===== config.mk =====
export PLATFORM = sky130hd
export DESIGN_NAME = iqma_merge
export DESIGN_NICKNAME = d
export VERILOG_FILES = /design/src/sv/iqma_pkg.sv /design/src/sv/iqma_merge.sv
export SDC_FILE = /design/constraint.sdc
export NUM_CORES = 1
export LEC_CHECK = 0
export BUFFER_PORTS_ARGS = -buffer_cell sky130_fd_sc_hd__buf_2
export CAP_MARGIN = 10
export CELL_PAD_IN_SITES_DETAIL_PLACEMENT = 1
export CELL_PAD_IN_SITES_GLOBAL_PLACEMENT = 1
export CORE_MARGIN = 4
export CORE_UTILIZATION = 44
export DETAILED_ROUTE_END_ITERATION = 7
export GPL_TIMING_DRIVEN = 0
export PLACE_DENSITY_LB_ADDON = 0.1
export SKIP_LAST_GASP = 1
export SYNTH_ARGS = -nofsm -noshare
export SYNTH_HDL_FRONTEND = slang
export SYNTH_SLANG_ARGS = --single-unit

===== constraint.sdc =====
create_clock -name clk -period 4.51 [get_ports clk]
set_input_delay 1.353 -clock clk [delete_from_list [all_inputs] [get_ports clk]]
set_output_delay 1.353 -clock clk [all_outputs]
set_load 0.05 [all_outputs]

===== src/sv/iqma_pkg.sv =====
// Shared types and constants for the two-channel I/Q magnitude averager.
// Holds the transaction payload structs, register indexes and fixed widths.
// No dependencies.
`timescale 1ns / 1ps

package iqma_pkg;

    localparam int FIELD_WIDTH     = 32;
    localparam int MEAN_WIDTH      = 32;
    localparam int SUM_WIDTH       = 48;
    localparam int CFG_INDEX_WIDTH = 8;
    localparam int CFG_DATA_WIDTH  = 32;

    localparam logic [CFG_INDEX_WIDTH-1:0] REG_SKIP_COUNT    = 8'd0;
    localparam logic [CFG_INDEX_WIDTH-1:0] REG_AVERAGE_COUNT = 8'd1;

    typedef struct packed {
        logic signed [FIELD_WIDTH-1:0] in_phase_one;
        logic signed [FIELD_WIDTH-1:0] quadrature_one;
        logic signed [FIELD_WIDTH-1:0] in_phase_two;
        logic signed [FIELD_WIDTH-1:0] quadrature_two;
    } frame_t;

    typedef struct packed {
        logic [MEAN_WIDTH-1:0] mean_magnitude_one;
        logic [MEAN_WIDTH-1:0] mean_magnitude_two;
    } result_t;

    // Commands from the frame sequencer to each magnitude lane.
    typedef struct packed {
        logic start;
        logic accumulate;
        logic clear;
    } lane_cmd_t;

endpackage


===== src/sv/iqma_merge.sv =====
// Merging stage: divides both channel sums by the average count with two
// restoring dividers in lockstep, saturates, and holds the result register.
// Depends on iqma_pkg.
`timescale 1ns / 1ps

module iqma_merge
    import iqma_pkg::*;
#(
    parameter int COUNT_WIDTH = 16
)
(
    input  logic                   clk,
    input  logic                   rst_n,
    input  logic                   job_valid,
    output logic                   job_ready,
    input  logic [SUM_WIDTH-1:0]   sum_one,
    input  logic [SUM_WIDTH-1:0]   sum_two,
    input  logic [COUNT_WIDTH-1:0] divisor,
    output logic                   result_valid,
    input  logic                   result_ready,
    output result_t                result
);

    localparam int CW     = COUNT_WIDTH;
    localparam int STEP_W = $clog2(SUM_WIDTH);

    localparam logic [1:0] M_IDLE = 2'd0;
    localparam logic [1:0] M_DIV  = 2'd1;
    localparam logic [1:0] M_HOLD = 2'd2;

    logic [1:0]           state_reg, state_next;
    logic [STEP_W-1:0]    step_reg;
    logic [CW-1:0]        div_reg;
    logic [SUM_WIDTH-1:0] dq_one_reg, dq_two_reg;
    logic [CW-1:0]        rem_one_reg, rem_two_reg;
    logic                 valid_reg;
    result_t              result_reg;

    logic [CW:0]     shift_one, shift_two;
    logic            fit_one, fit_two;
    logic            load_out;
    logic [MEAN_WIDTH-1:0] mean_one, mean_two;

    assign shift_one = {rem_one_reg, dq_one_reg[SUM_WIDTH-1]};
    assign shift_two = {rem_two_reg, dq_two_reg[SUM_WIDTH-1]};
    assign fit_one   = (shift_one >= {1'b0, div_reg});
    assign fit_two   = (shift_two >= {1'b0, div_reg});

    // Quotients wider than the output saturate to all ones.
    assign mean_one = (dq_one_reg[SUM_WIDTH-1:MEAN_WIDTH] != '0) ? '1
                                                                 : dq_one_reg[MEAN_WIDTH-1:0];
    assign mean_two = (dq_two_reg[SUM_WIDTH-1:MEAN_WIDTH] != '0) ? '1
                                                                 : dq_two_reg[MEAN_WIDTH-1:0];

    assign load_out = (state_reg == M_HOLD) && (!valid_reg || result_ready);

    always_comb
    begin
        state_next = state_reg;
        unique case (state_reg)
            M_IDLE:  if (job_valid) state_next = M_DIV;
            M_DIV:   if (step_reg == STEP_W'(SUM_WIDTH - 1)) state_next = M_HOLD;
            M_HOLD:  if (load_out) state_next = M_IDLE;
            default: state_next = M_IDLE;
        endcase
    end

    always_ff @(posedge clk or negedge rst_n)
    begin
        if (!rst_n)
        begin
            state_reg <= M_IDLE;
            valid_reg <= 1'b0;
        end
        else
        begin
            state_reg <= state_next;
            if (load_out)
                valid_reg <= 1'b1;
            else if (result_ready)
                valid_reg <= 1'b0;
        end
    end

    always_ff @(posedge clk)
    begin
        if (state_reg == M_IDLE && job_valid)
        begin
            dq_one_reg  <= sum_one;
            dq_two_reg  <= sum_two;
            div_reg     <= divisor;
            rem_one_reg <= '0;
            rem_two_reg <= '0;
            step_reg    <= '0;
        end
        else if (state_reg == M_DIV)
        begin
            rem_one_reg <= fit_one ? CW'(shift_one - {1'b0, div_reg}) : shift_one[CW-1:0];
            rem_two_reg <= fit_two ? CW'(shift_two - {1'b0, div_reg}) : shift_two[CW-1:0];
            dq_one_reg  <= {dq_one_reg[SUM_WIDTH-2:0], fit_one};
            dq_two_reg  <= {dq_two_reg[SUM_WIDTH-2:0], fit_two};
            step_reg    <= step_reg + STEP_W'(1);
        end
        if (load_out)
        begin
            result_reg.mean_magnitude_one <= mean_one;
            result_reg.mean_magnitude_two <= mean_two;
        end
    end

    assign job_ready    = (state_reg == M_IDLE);
    assign result_valid = valid_reg;
    assign result       = result_reg;

endmodule

==> flow_metrics.py <==
metrics = {
    "logic_synthesis": {
        "netlist.area_leader.share": 0.517,
        "async_reset_ff_frac": 0.0138,
        "synth_edf_count": 176,
        "synthesis.area_um2": 10200,
        "ys_seq_area_frac": 0.599,
        "synth_cell_types": 57,
        "avgSynthCellArea_um2": 10.6,
        "yosys-top-cells-area": "edfxtp_1 52%, nand2_1 12%, dfxtp_1 7.4%",
        "syn-instance-count": 969,
        "synth_top_cell_by_area": "edfxtp_1",
        "syn_nets": 1120,
        "synth_ff_type": "edfxtp_1",
        "yosysWarnings": 0,
        "synth-seq-cells": 217,
    },
    "cts": {
        "root_buffer": "clkbuf_16",
        "cts_tree": "done",
        "post_cts_buffers": 0,
        "numCtsBuffers": 25,
        "insertion_delay_ns": 0.53,
        "ctsResizeCount": 0,
        "clk_pin_slew_ns": 0.06,
        "htreeDepth": 1,
        "holdBufCountCts": 0,
        "cts_max_path_buffers": 3,
        "clock_sinks": 217,
    },
    "place": {
        "dp.cells": 1467,
        "dpl.hpwl_um": 20000,
        "finalWeightedCongestion": 0.844,
        "port_buffers": 181,
        "pre_cts_slack_ns": 0.359,
        "placed_area_um2": 11600,
    },
    "worst_setup_path": {
        "reg2regPathDepth": 7,
        "worstPathRequired_ns": 4.75,
        "path_class": "primary input to flip-flop",
        "startpoint_type": "primary input",
        "end_kind": "flip-flop",
        "path_max_fanout": 64,
        "worstPathArrival_ns": 3.76,
    },
    "die": {
        "io-pin-count": 182,
        "die_h_um": 160,
        "dieWidth_um": 160,
        "initial_utilization": 0.449,
        "core_um2": 22800,
        "rows": 55,
        "die_area_um2": 25700,
    },
    "finish": {
        "stdcell_count": 1514,
        "final_common_cell": "nand2_1",
        "design_area_um2": 12400,
        "finalNetCount": 1332,
        "largest_reg_flops": 64,
        "syn2layout_area_growth_pct": 21.6,
        "final_cell_mix": "326 x nand2_1, 182 x buf_2, 176 x edfxtp_1, 64 x or2_2, 41 x clkbuf_1",
        "final_util": 0.546,
        "drive_gt1_frac": 0.248,
    },
    "power": {
        "cellLeakagePower_nw": 5.60,
        "power_density_nw_per_um2": 337,
        "p_total_mw": 4.19,
        "ir_drop_mv": 0.247,
    },
    "drt": {
        "drt-initial-drc-count": 352,
        "drt-total-wl_um": 27200,
        "vias_per_cell": 5.18,
        "drc": 0,
        "first_pass_iters": 4,
        "ant_nets": 0,
        "num_vias": 7849,
        "routedWlPerCell_um": 18.0,
    },
    "timing": {
        "holdWs_ns": 0.479,
        "slew_headroom": 0.377,
        "hold_viol_final": 0,
        "fmax_ghz": 0.284,
        "tightest_slew_ns": 0.922,
        "slew_viol_final": 0,
        "layout_min_cycle_time_ns": 3.52,
        "setup_viol": 0,
        "rsz0062_at_grt": "false",
        "post-route-period-util": 0.781,
        "finalSetupTns_ns": 0,
        "setup_ws_ns": 0.990,
        "clock_skew_ns": 0.0135,
    },
    "grt": {
        "grt_antenna_before_repair": 4,
        "overflow": 0,
        "grt_pass1_wl_um": 43800,
        "grtUsageTotal": 0.209,
        "grt_max_degree": 65,
        "first_global_vias": 8279,
    },
    "job": {
        "cap_violations": 0,
    },
    "worst_hold_path": {
        "whs_path_depth": 2,
        "hp-class": "flip-flop to flip-flop",
    },
    "run_status": {
        "status": "complete, no violations",
    },
}
==> cells by family after synthesis <==
group | share of synthesized area
mux | 0.0187
buf+inv | 0.0255
flops | 0.599
xor+xnor | 0.0231
simple gates | 0.204
fa+ha+maj | 0.0443
compound gates | 0.0858
==> synthesized netlist by cell type (all sizes together), types with 6 or more instances <==
master / instances
mux2i: 18
nor2: 27
nor4: 9
nand4: 9
dfxtp: 38
a21oi: 34
nor2b: 7
or2: 64
edfxtp: 176
nand3: 16
xor2: 8
nand2: 326
xnor2: 19
a31oi: 6
nand2b: 7
o21a: 7
o21ai: 36
clkbuf: 36
a32oi: 7
inv: 22
ha: 33
a21o: 10
buf: 7
==> area by class of cell <==
cell class                      instances  area (um2)
Inverter                               22        85.1
Fill cell                            2573       10300
Antenna cell                            1        2.50
Sequential cell                       217        6120
Clock inverter                         13         128
Clock buffer                           33         686
Multi-Input combinational cell        687        3850
Buffer                                 43         178
Tap cell                              313         392
Timing Repair Buffer                  185         996
==> worst paths after layout <==
path,startpoint,end,slack [ns]
max,job_valid,dq_one_reg[11],0.99
min,rem_two_reg[15],rem_two_reg[15],0.48
max reg2reg,state_reg[0],dq_one_reg[11],1.44
min reg2reg,rem_two_reg[15],rem_two_reg[15],0.48
max in group asynchronous,rst_n,result_valid,3.79
min in group asynchronous,rst_n,state_reg[1],0.61
==> critical path, stage by stage <==
cell      delay (ns)
buf_2           0.10
nand2_1         0.27
inv_1           0.12
nor2_1          0.55
clkbuf_1        0.58
inv_4           0.38
buf_16          0.33
==> routing by layer <==
metal	global-route usage	vias to the layer above	part of all wire
met1	0.278	3797	0.44
met5	0	-	0.0010
met3	0.0359	61	0.044
met2	0.352	189	0.48
met4	0.0665	6	0.032
li1	-	3796	-
==> power by group <==
group | switching, mW | internal [mW] | total [mW]
sequential | 0.0000000000000000313 | 2.14 | 2.14
combinational | 0.0163 | 0.0354 | 0.0517
clock | 0.813 | 1.19 | 2.00
total | 0.829 | 3.36 | 4.19
Note: power is estimated with default switching activity, not from simulation.
