==> src/sv/iqma_pkg.sv <==
// Shared types and constants for the two-channel I/Q magnitude averager.
// Holds the transaction payload structs, register indexes and fixed widths.
// No dependencies.
`timescale 1ns / 1ps

package iqma_pkg;

    localparam int FIELD_WIDTH     = 32;
    localparam int MEAN_WIDTH      = 32;
    localparam int SUM_WIDTH       = 48;
    localparam int CFG_INDEX_WIDTH = 8;
    localparam int CFG_DATA_WIDTH  = 32;

    localparam logic [CFG_INDEX_WIDTH-1:0] REG_SKIP_COUNT    = 8'd0;
    localparam logic [CFG_INDEX_WIDTH-1:0] REG_AVERAGE_COUNT = 8'd1;

    typedef struct packed {
        logic signed [FIELD_WIDTH-1:0] in_phase_one;
        logic signed [FIELD_WIDTH-1:0] quadrature_one;
        logic signed [FIELD_WIDTH-1:0] in_phase_two;
        logic signed [FIELD_WIDTH-1:0] quadrature_two;
    } frame_t;

    typedef struct packed {
        logic [MEAN_WIDTH-1:0] mean_magnitude_one;
        logic [MEAN_WIDTH-1:0] mean_magnitude_two;
    } result_t;

    // Commands from the frame sequencer to each magnitude lane.
    typedef struct packed {
        logic start;
        logic accumulate;
        logic clear;
    } lane_cmd_t;

endpackage

==> src/sv/iqma_lane.sv <==
// One magnitude lane: absolute values, squares, a bit-per-cycle square root
// and the 48-bit running sum of one channel. Depends on iqma_pkg.
`timescale 1ns / 1ps

module iqma_lane
    import iqma_pkg::*;
#(
    parameter int SAMPLE_WIDTH = 32
)
(
    input  logic                   clk,
    input  logic                   rst_n,
    input  lane_cmd_t              cmd,
    input  logic [FIELD_WIDTH-1:0] in_phase,
    input  logic [FIELD_WIDTH-1:0] quadrature,
    output logic                   done,
    output logic [SUM_WIDTH-1:0]   sum
);

    localparam int SW     = SAMPLE_WIDTH;
    localparam int ITER_W = $clog2(SW);

    localparam logic [2:0] L_IDLE   = 3'd0;
    localparam logic [2:0] L_SQUARE = 3'd1;
    localparam logic [2:0] L_ADD    = 3'd2;
    localparam logic [2:0] L_ROOT   = 3'd3;
    localparam logic [2:0] L_ACC    = 3'd4;

    logic [2:0]        state_reg, state_next;
    logic [ITER_W-1:0] iter_reg;
    logic              acc_reg;
    logic [SW-1:0]     a_reg, b_reg;
    logic [2*SW-1:0]   sqa_reg, sqb_reg;
    logic [2*SW-1:0]   rad_reg;
    logic [SW+2:0]     rem_reg;
    logic [SW-1:0]     root_reg;
    logic [SUM_WIDTH-1:0] sum_reg;

    logic [SW-1:0] raw_i, raw_q, abs_i, abs_q;
    logic [SW+2:0] rem_shift, trial;
    logic          fits;

    assign raw_i = in_phase[SW-1:0];
    assign raw_q = quadrature[SW-1:0];
    // The most negative sample maps to 2^(SW-1), which still fits unsigned.
    assign abs_i = raw_i[SW-1] ? (~raw_i + SW'(1)) : raw_i;
    assign abs_q = raw_q[SW-1] ? (~raw_q + SW'(1)) : raw_q;

    // One digit of the restoring square root: bring down two radicand bits
    // and try subtracting 4*root + 1.
    assign rem_shift = {rem_reg[SW:0], rad_reg[2*SW-1:2*SW-2]};
    assign trial     = {1'b0, root_reg, 2'b01};
    assign fits      = (rem_shift >= trial);

    always_comb
    begin
        state_next = state_reg;
        unique case (state_reg)
            L_IDLE:   if (cmd.start) state_next = L_SQUARE;
            L_SQUARE: state_next = L_ADD;
            L_ADD:    state_next = L_ROOT;
            L_ROOT:   if (iter_reg == ITER_W'(SW - 1)) state_next = L_ACC;
            L_ACC:    state_next = L_IDLE;
            default:  state_next = L_IDLE;
        endcase
    end

    always_ff @(posedge clk or negedge rst_n)
    begin
        if (!rst_n)
        begin
            state_reg <= L_IDLE;
            sum_reg   <= '0;
        end
        else
        begin
            state_reg <= state_next;
            if (cmd.clear)
                sum_reg <= '0;
            else if (state_reg == L_ACC && acc_reg)
                sum_reg <= sum_reg + SUM_WIDTH'(root_reg);
        end
    end

    always_ff @(posedge clk)
    begin
        unique case (state_reg)
            L_IDLE:
            begin
                a_reg   <= abs_i;
                b_reg   <= abs_q;
                acc_reg <= cmd.accumulate;
            end
            L_SQUARE:
            begin
                sqa_reg <= (2*SW)'(a_reg) * (2*SW)'(a_reg);
                sqb_reg <= (2*SW)'(b_reg) * (2*SW)'(b_reg);
            end
            L_ADD:
            begin
                // Both squares are at most 2^(2SW-2), so the sum cannot carry out.
                rad_reg  <= sqa_reg + sqb_reg;
                rem_reg  <= '0;
                root_reg <= '0;
                iter_reg <= '0;
            end
            L_ROOT:
            begin
                rad_reg  <= {rad_reg[2*SW-3:0], 2'b00};
                rem_reg  <= fits ? (rem_shift - trial) : rem_shift;
                root_reg <= {root_reg[SW-2:0], fits};
                iter_reg <= iter_reg + ITER_W'(1);
            end
            default:
            begin
            end
        endcase
    end

    assign done = (state_reg == L_ACC);
    assign sum  = sum_reg;

endmodule

==> config.mk <==
export PLATFORM = sky130hd
export DESIGN_NAME = iqma_lane
export DESIGN_NICKNAME = d
export VERILOG_FILES = /design/src/sv/iqma_pkg.sv /design/src/sv/iqma_lane.sv
export SDC_FILE = /design/constraint.sdc
export NUM_CORES = 2
export LEC_CHECK = 0
export ABC_AREA = 1
export BUFFER_PORTS_ARGS = -buffer_cell sky130_fd_sc_hd__buf_2
export CAP_MARGIN = 20
export CORE_MARGIN = 2
export CORE_UTILIZATION = 61
export CTS_CLUSTER_DIAMETER = 80
export CTS_CLUSTER_SIZE = 28
export DETAILED_ROUTE_END_ITERATION = 8
export PLACE_DENSITY = 0.88
export SLEW_MARGIN = 30
export SYNTH_ARGS = -nofsm -noshare
export SYNTH_HDL_FRONTEND = slang
export SYNTH_SLANG_ARGS = --single-unit
==> constraint.sdc <==
create_clock -name clk -period 10.6 [get_ports clk]
set_input_delay 1.59 -clock clk [delete_from_list [all_inputs] [get_ports clk]]
set_output_delay 1.59 -clock clk [all_outputs]
set_load 0.05 [all_outputs]
==> flow_summary.ini <==
[drt]
avgViaCountPerCell = 5.49
drt_first_pass_iters = 6
wirelength_um = 242000
routedWlPerCell_um = 18.7
drt_iter0_markers = 6078
ant_nets = 0
drc = 0
vias = 70946

[yosys]
synth-seq-cells = 376
synth_edf_count = 325
async_reset_ff_share_pct = 13.6
syn-cell-area_um2 = 86700
syn_nets = 13426
synth_commonest_cells = inv_1, nand2_1, fa_1
ys_seq_area_share_pct = 12.7
synth_area_leader_cell = fa_1
synth_ff_type = edfxtp_1
synth.area.top_cells = fa_1, inv_1, nand2_1
syn_inst = 11042
synth_cell_types = 48
synth.most_common_cell = inv_1
syn_avg_cell_area_um2 = 7.85
yosysTopAreaCellShare_pct = 36.6
ys_warn_count = 0

[clocking]
post-cts-setup-buffers = 0
cts_sinks = 376
tritoncts = done
clk-insertion-delay-late_ns = 0.71
cts.reportedPaths.clkPinSlew_ns = 0.11
ctsHoldBuffers = 0
clk_path_buf_depth = 3
cts_made_buffers = 31
htree_num_levels = 1
cts-resized-gates = 0
clock_tree.root_cell = clkbuf_16

[die]
row_count = 138
start_util_pct = 61.4
die_area_um2 = 145000
die_h_um = 381
ioPinCount = 118
fp.dieW_um = 381
core_area_um2 = 141000

[critical_path]
crit_required_ns = 11.05
rr_worst_depth = 25
path_max_fanout = 18
cp-start-kind = flop
crit_path_end = sqa_reg[54]
r2r_start = a_reg[15]
path_class = flop to flop
crit_path_start = a_reg[15]
rr_endpoint = sqa_reg[54]
worstPathArrival_ns = 8.41
critPathCaptureType = flop
regToRegSetupSlack_ns = 2.64

[layout]
nets = 13402
multi_input_area_um2 = 62700
drive_gt1_share_pct = 2.84
largest_register_ff_count = 64
area_delta_synth_final_pct = 4.36
regArea_um2 = 11000
n_fill_cell = 11685

[grt]
grtUsageTotal_pct = 34.1
grt_pass1_wl_um = 393000
grtUsageMet2_pct = 56.9
grt_max_degree = 85
grt_pass1_vias = 75882
gr-total-overflow = 0
grtUsageMet3_pct = 5.29
use_met1_pct = 45.0
grt_antenna_before_repair = 2
grt-busiest-layer = met2

[sta]
fin_skew_ns = 0.0581
period_minus_slack_ns = 7.96
setup_viol = 0
hold_viol = 0
layout_setup_ws_ns = 2.64
finalSetupTns_ns = 0
timing.final.crit_share_pct = 75.1
worst_pin_slew_ns = 1.00
drv_slew = 0
fmax_mhz = 126
rsz0062_at_grt = false
slew-limit-headroom_pct = 33.0

[flow_run]
maxCapViolations = 0

[worst_hold_path]
hp-class = flop to flop
min_delay_path_depth = 2

[placed_design]
globalplace.congestion = 1.02
port_buffers = 117
dp_slack_ns = 2.86
dp_hpwl_um = 201000

[outcome]
status = finished clean
==> critical path, stage by stage (launching register included) <==
cell and delay, ns:
edfxtp_1 0.94, buf_4 0.44, nand2_1 0.18, fa_1 0.59, inv_1 0.06, fa_1 0.44
fa_1 0.53, inv_1 0.07, fa_1 0.52, inv_1 0.06, fa_1 0.56, fa_1 0.44
fa_1 0.49, inv_1 0.05, fa_1 0.47, inv_1 0.04, ha_1 0.36, nand2_1 0.16
nor2_1 0.18, inv_1 0.07, nor2_1 0.21, inv_1 0.18, a21oi_1 0.32, o21ai_0 0.18
nand4_1 0.12, nand2_1 0.08
==> layout make-up <==
| cell class | count | area share, % |
|---|---|---|
| Multi-Input combinational cell | 7223 | 69.3 |
| Clock buffer | 32 | 0.862 |
| Timing Repair Buffer | 191 | 1.29 |
| Sequential cell | 376 | 12.2 |
| Antenna cell | 1 | 0.00277 |
| Clock inverter | 26 | 0.491 |
| Inverter | 3195 | 13.3 |
| Tap cell | 1890 | 2.61 |
==> metal layers <==
metal,up-vias,wire [um]
met5,-,0
met4,0,10900
met3,834,22800
met2,3565,115000
met1,34403,93500
li1,32144,-
==> worst min-delay path by stage <==
stage,slack [ns],end,from
final,0.51,rad_reg[5],rad_reg[3]
after global routing,0.53,rad_reg[51],rad_reg[49]
after CTS,0.52,rad_reg[5],rad_reg[3]
after detailed placement,0.50,sum[29],sum[29]
after global placement,0.49,sum[8],sum[8]
after floorplan,0.49,rad_reg[2],rad_reg[0]
==> layout by cell type, fill, tap and decap left out, types with 14 or more instances in the layout <==
cell	n
inv_1	3188
nand2_1	2783
fa_1	1585
ha_1	730
nor2_1	693
a21oi_1	329
edfxtp_1	325
nand3_1	283
o21ai_0	222
xor2_1	180
buf_2	117
xnor2_1	82
buf_4	72
nor3_1	60
o21bai_1	58
dfrtp_1	51
nand4_1	44
clkbuf_16	31
nand3b_1	29
or2_2	24
nor4_1	15
o21a_1	14
==> metrics by stage <==
step | instances | util (%) | instance area (um^2) | hold slack, ns
3_5_place_dp | 12874 | 63.2 | 89200 | 0.503
6_report | 12934 | 64.0 | 90500 | 0.511
5_1_grt | 12933 | 64.0 | 90500 | 0.531
3_3_place_gp | 12874 | 63.2 | 89200 | 0.494
4_1_cts | 12932 | 64.0 | 90400 | 0.515
2_1_floorplan | 11042 | - | 86700 | 0.494
==> kinds of logic (layout without fill, tap and decap cells) <==
family / after synthesis / in the layout / synth area share, %
and+or+nand+nor: 3961 / 3961 / 18.1
buffers and inverters: 3443 / 3444 / 15.0
xor gates and xnor gates: 262 / 262 / 2.65
adders and majority gates: 2315 / 2315 / 47.1
DFF: 376 / 376 / 12.7
other: 0 / 1 / 0
AOI/OAI and AO/OA: 685 / 685 / 4.35
Power is left out: the tool's default activity adds up to more than one toggle a clock period on the data nets, which glitch-free logic cannot reach.
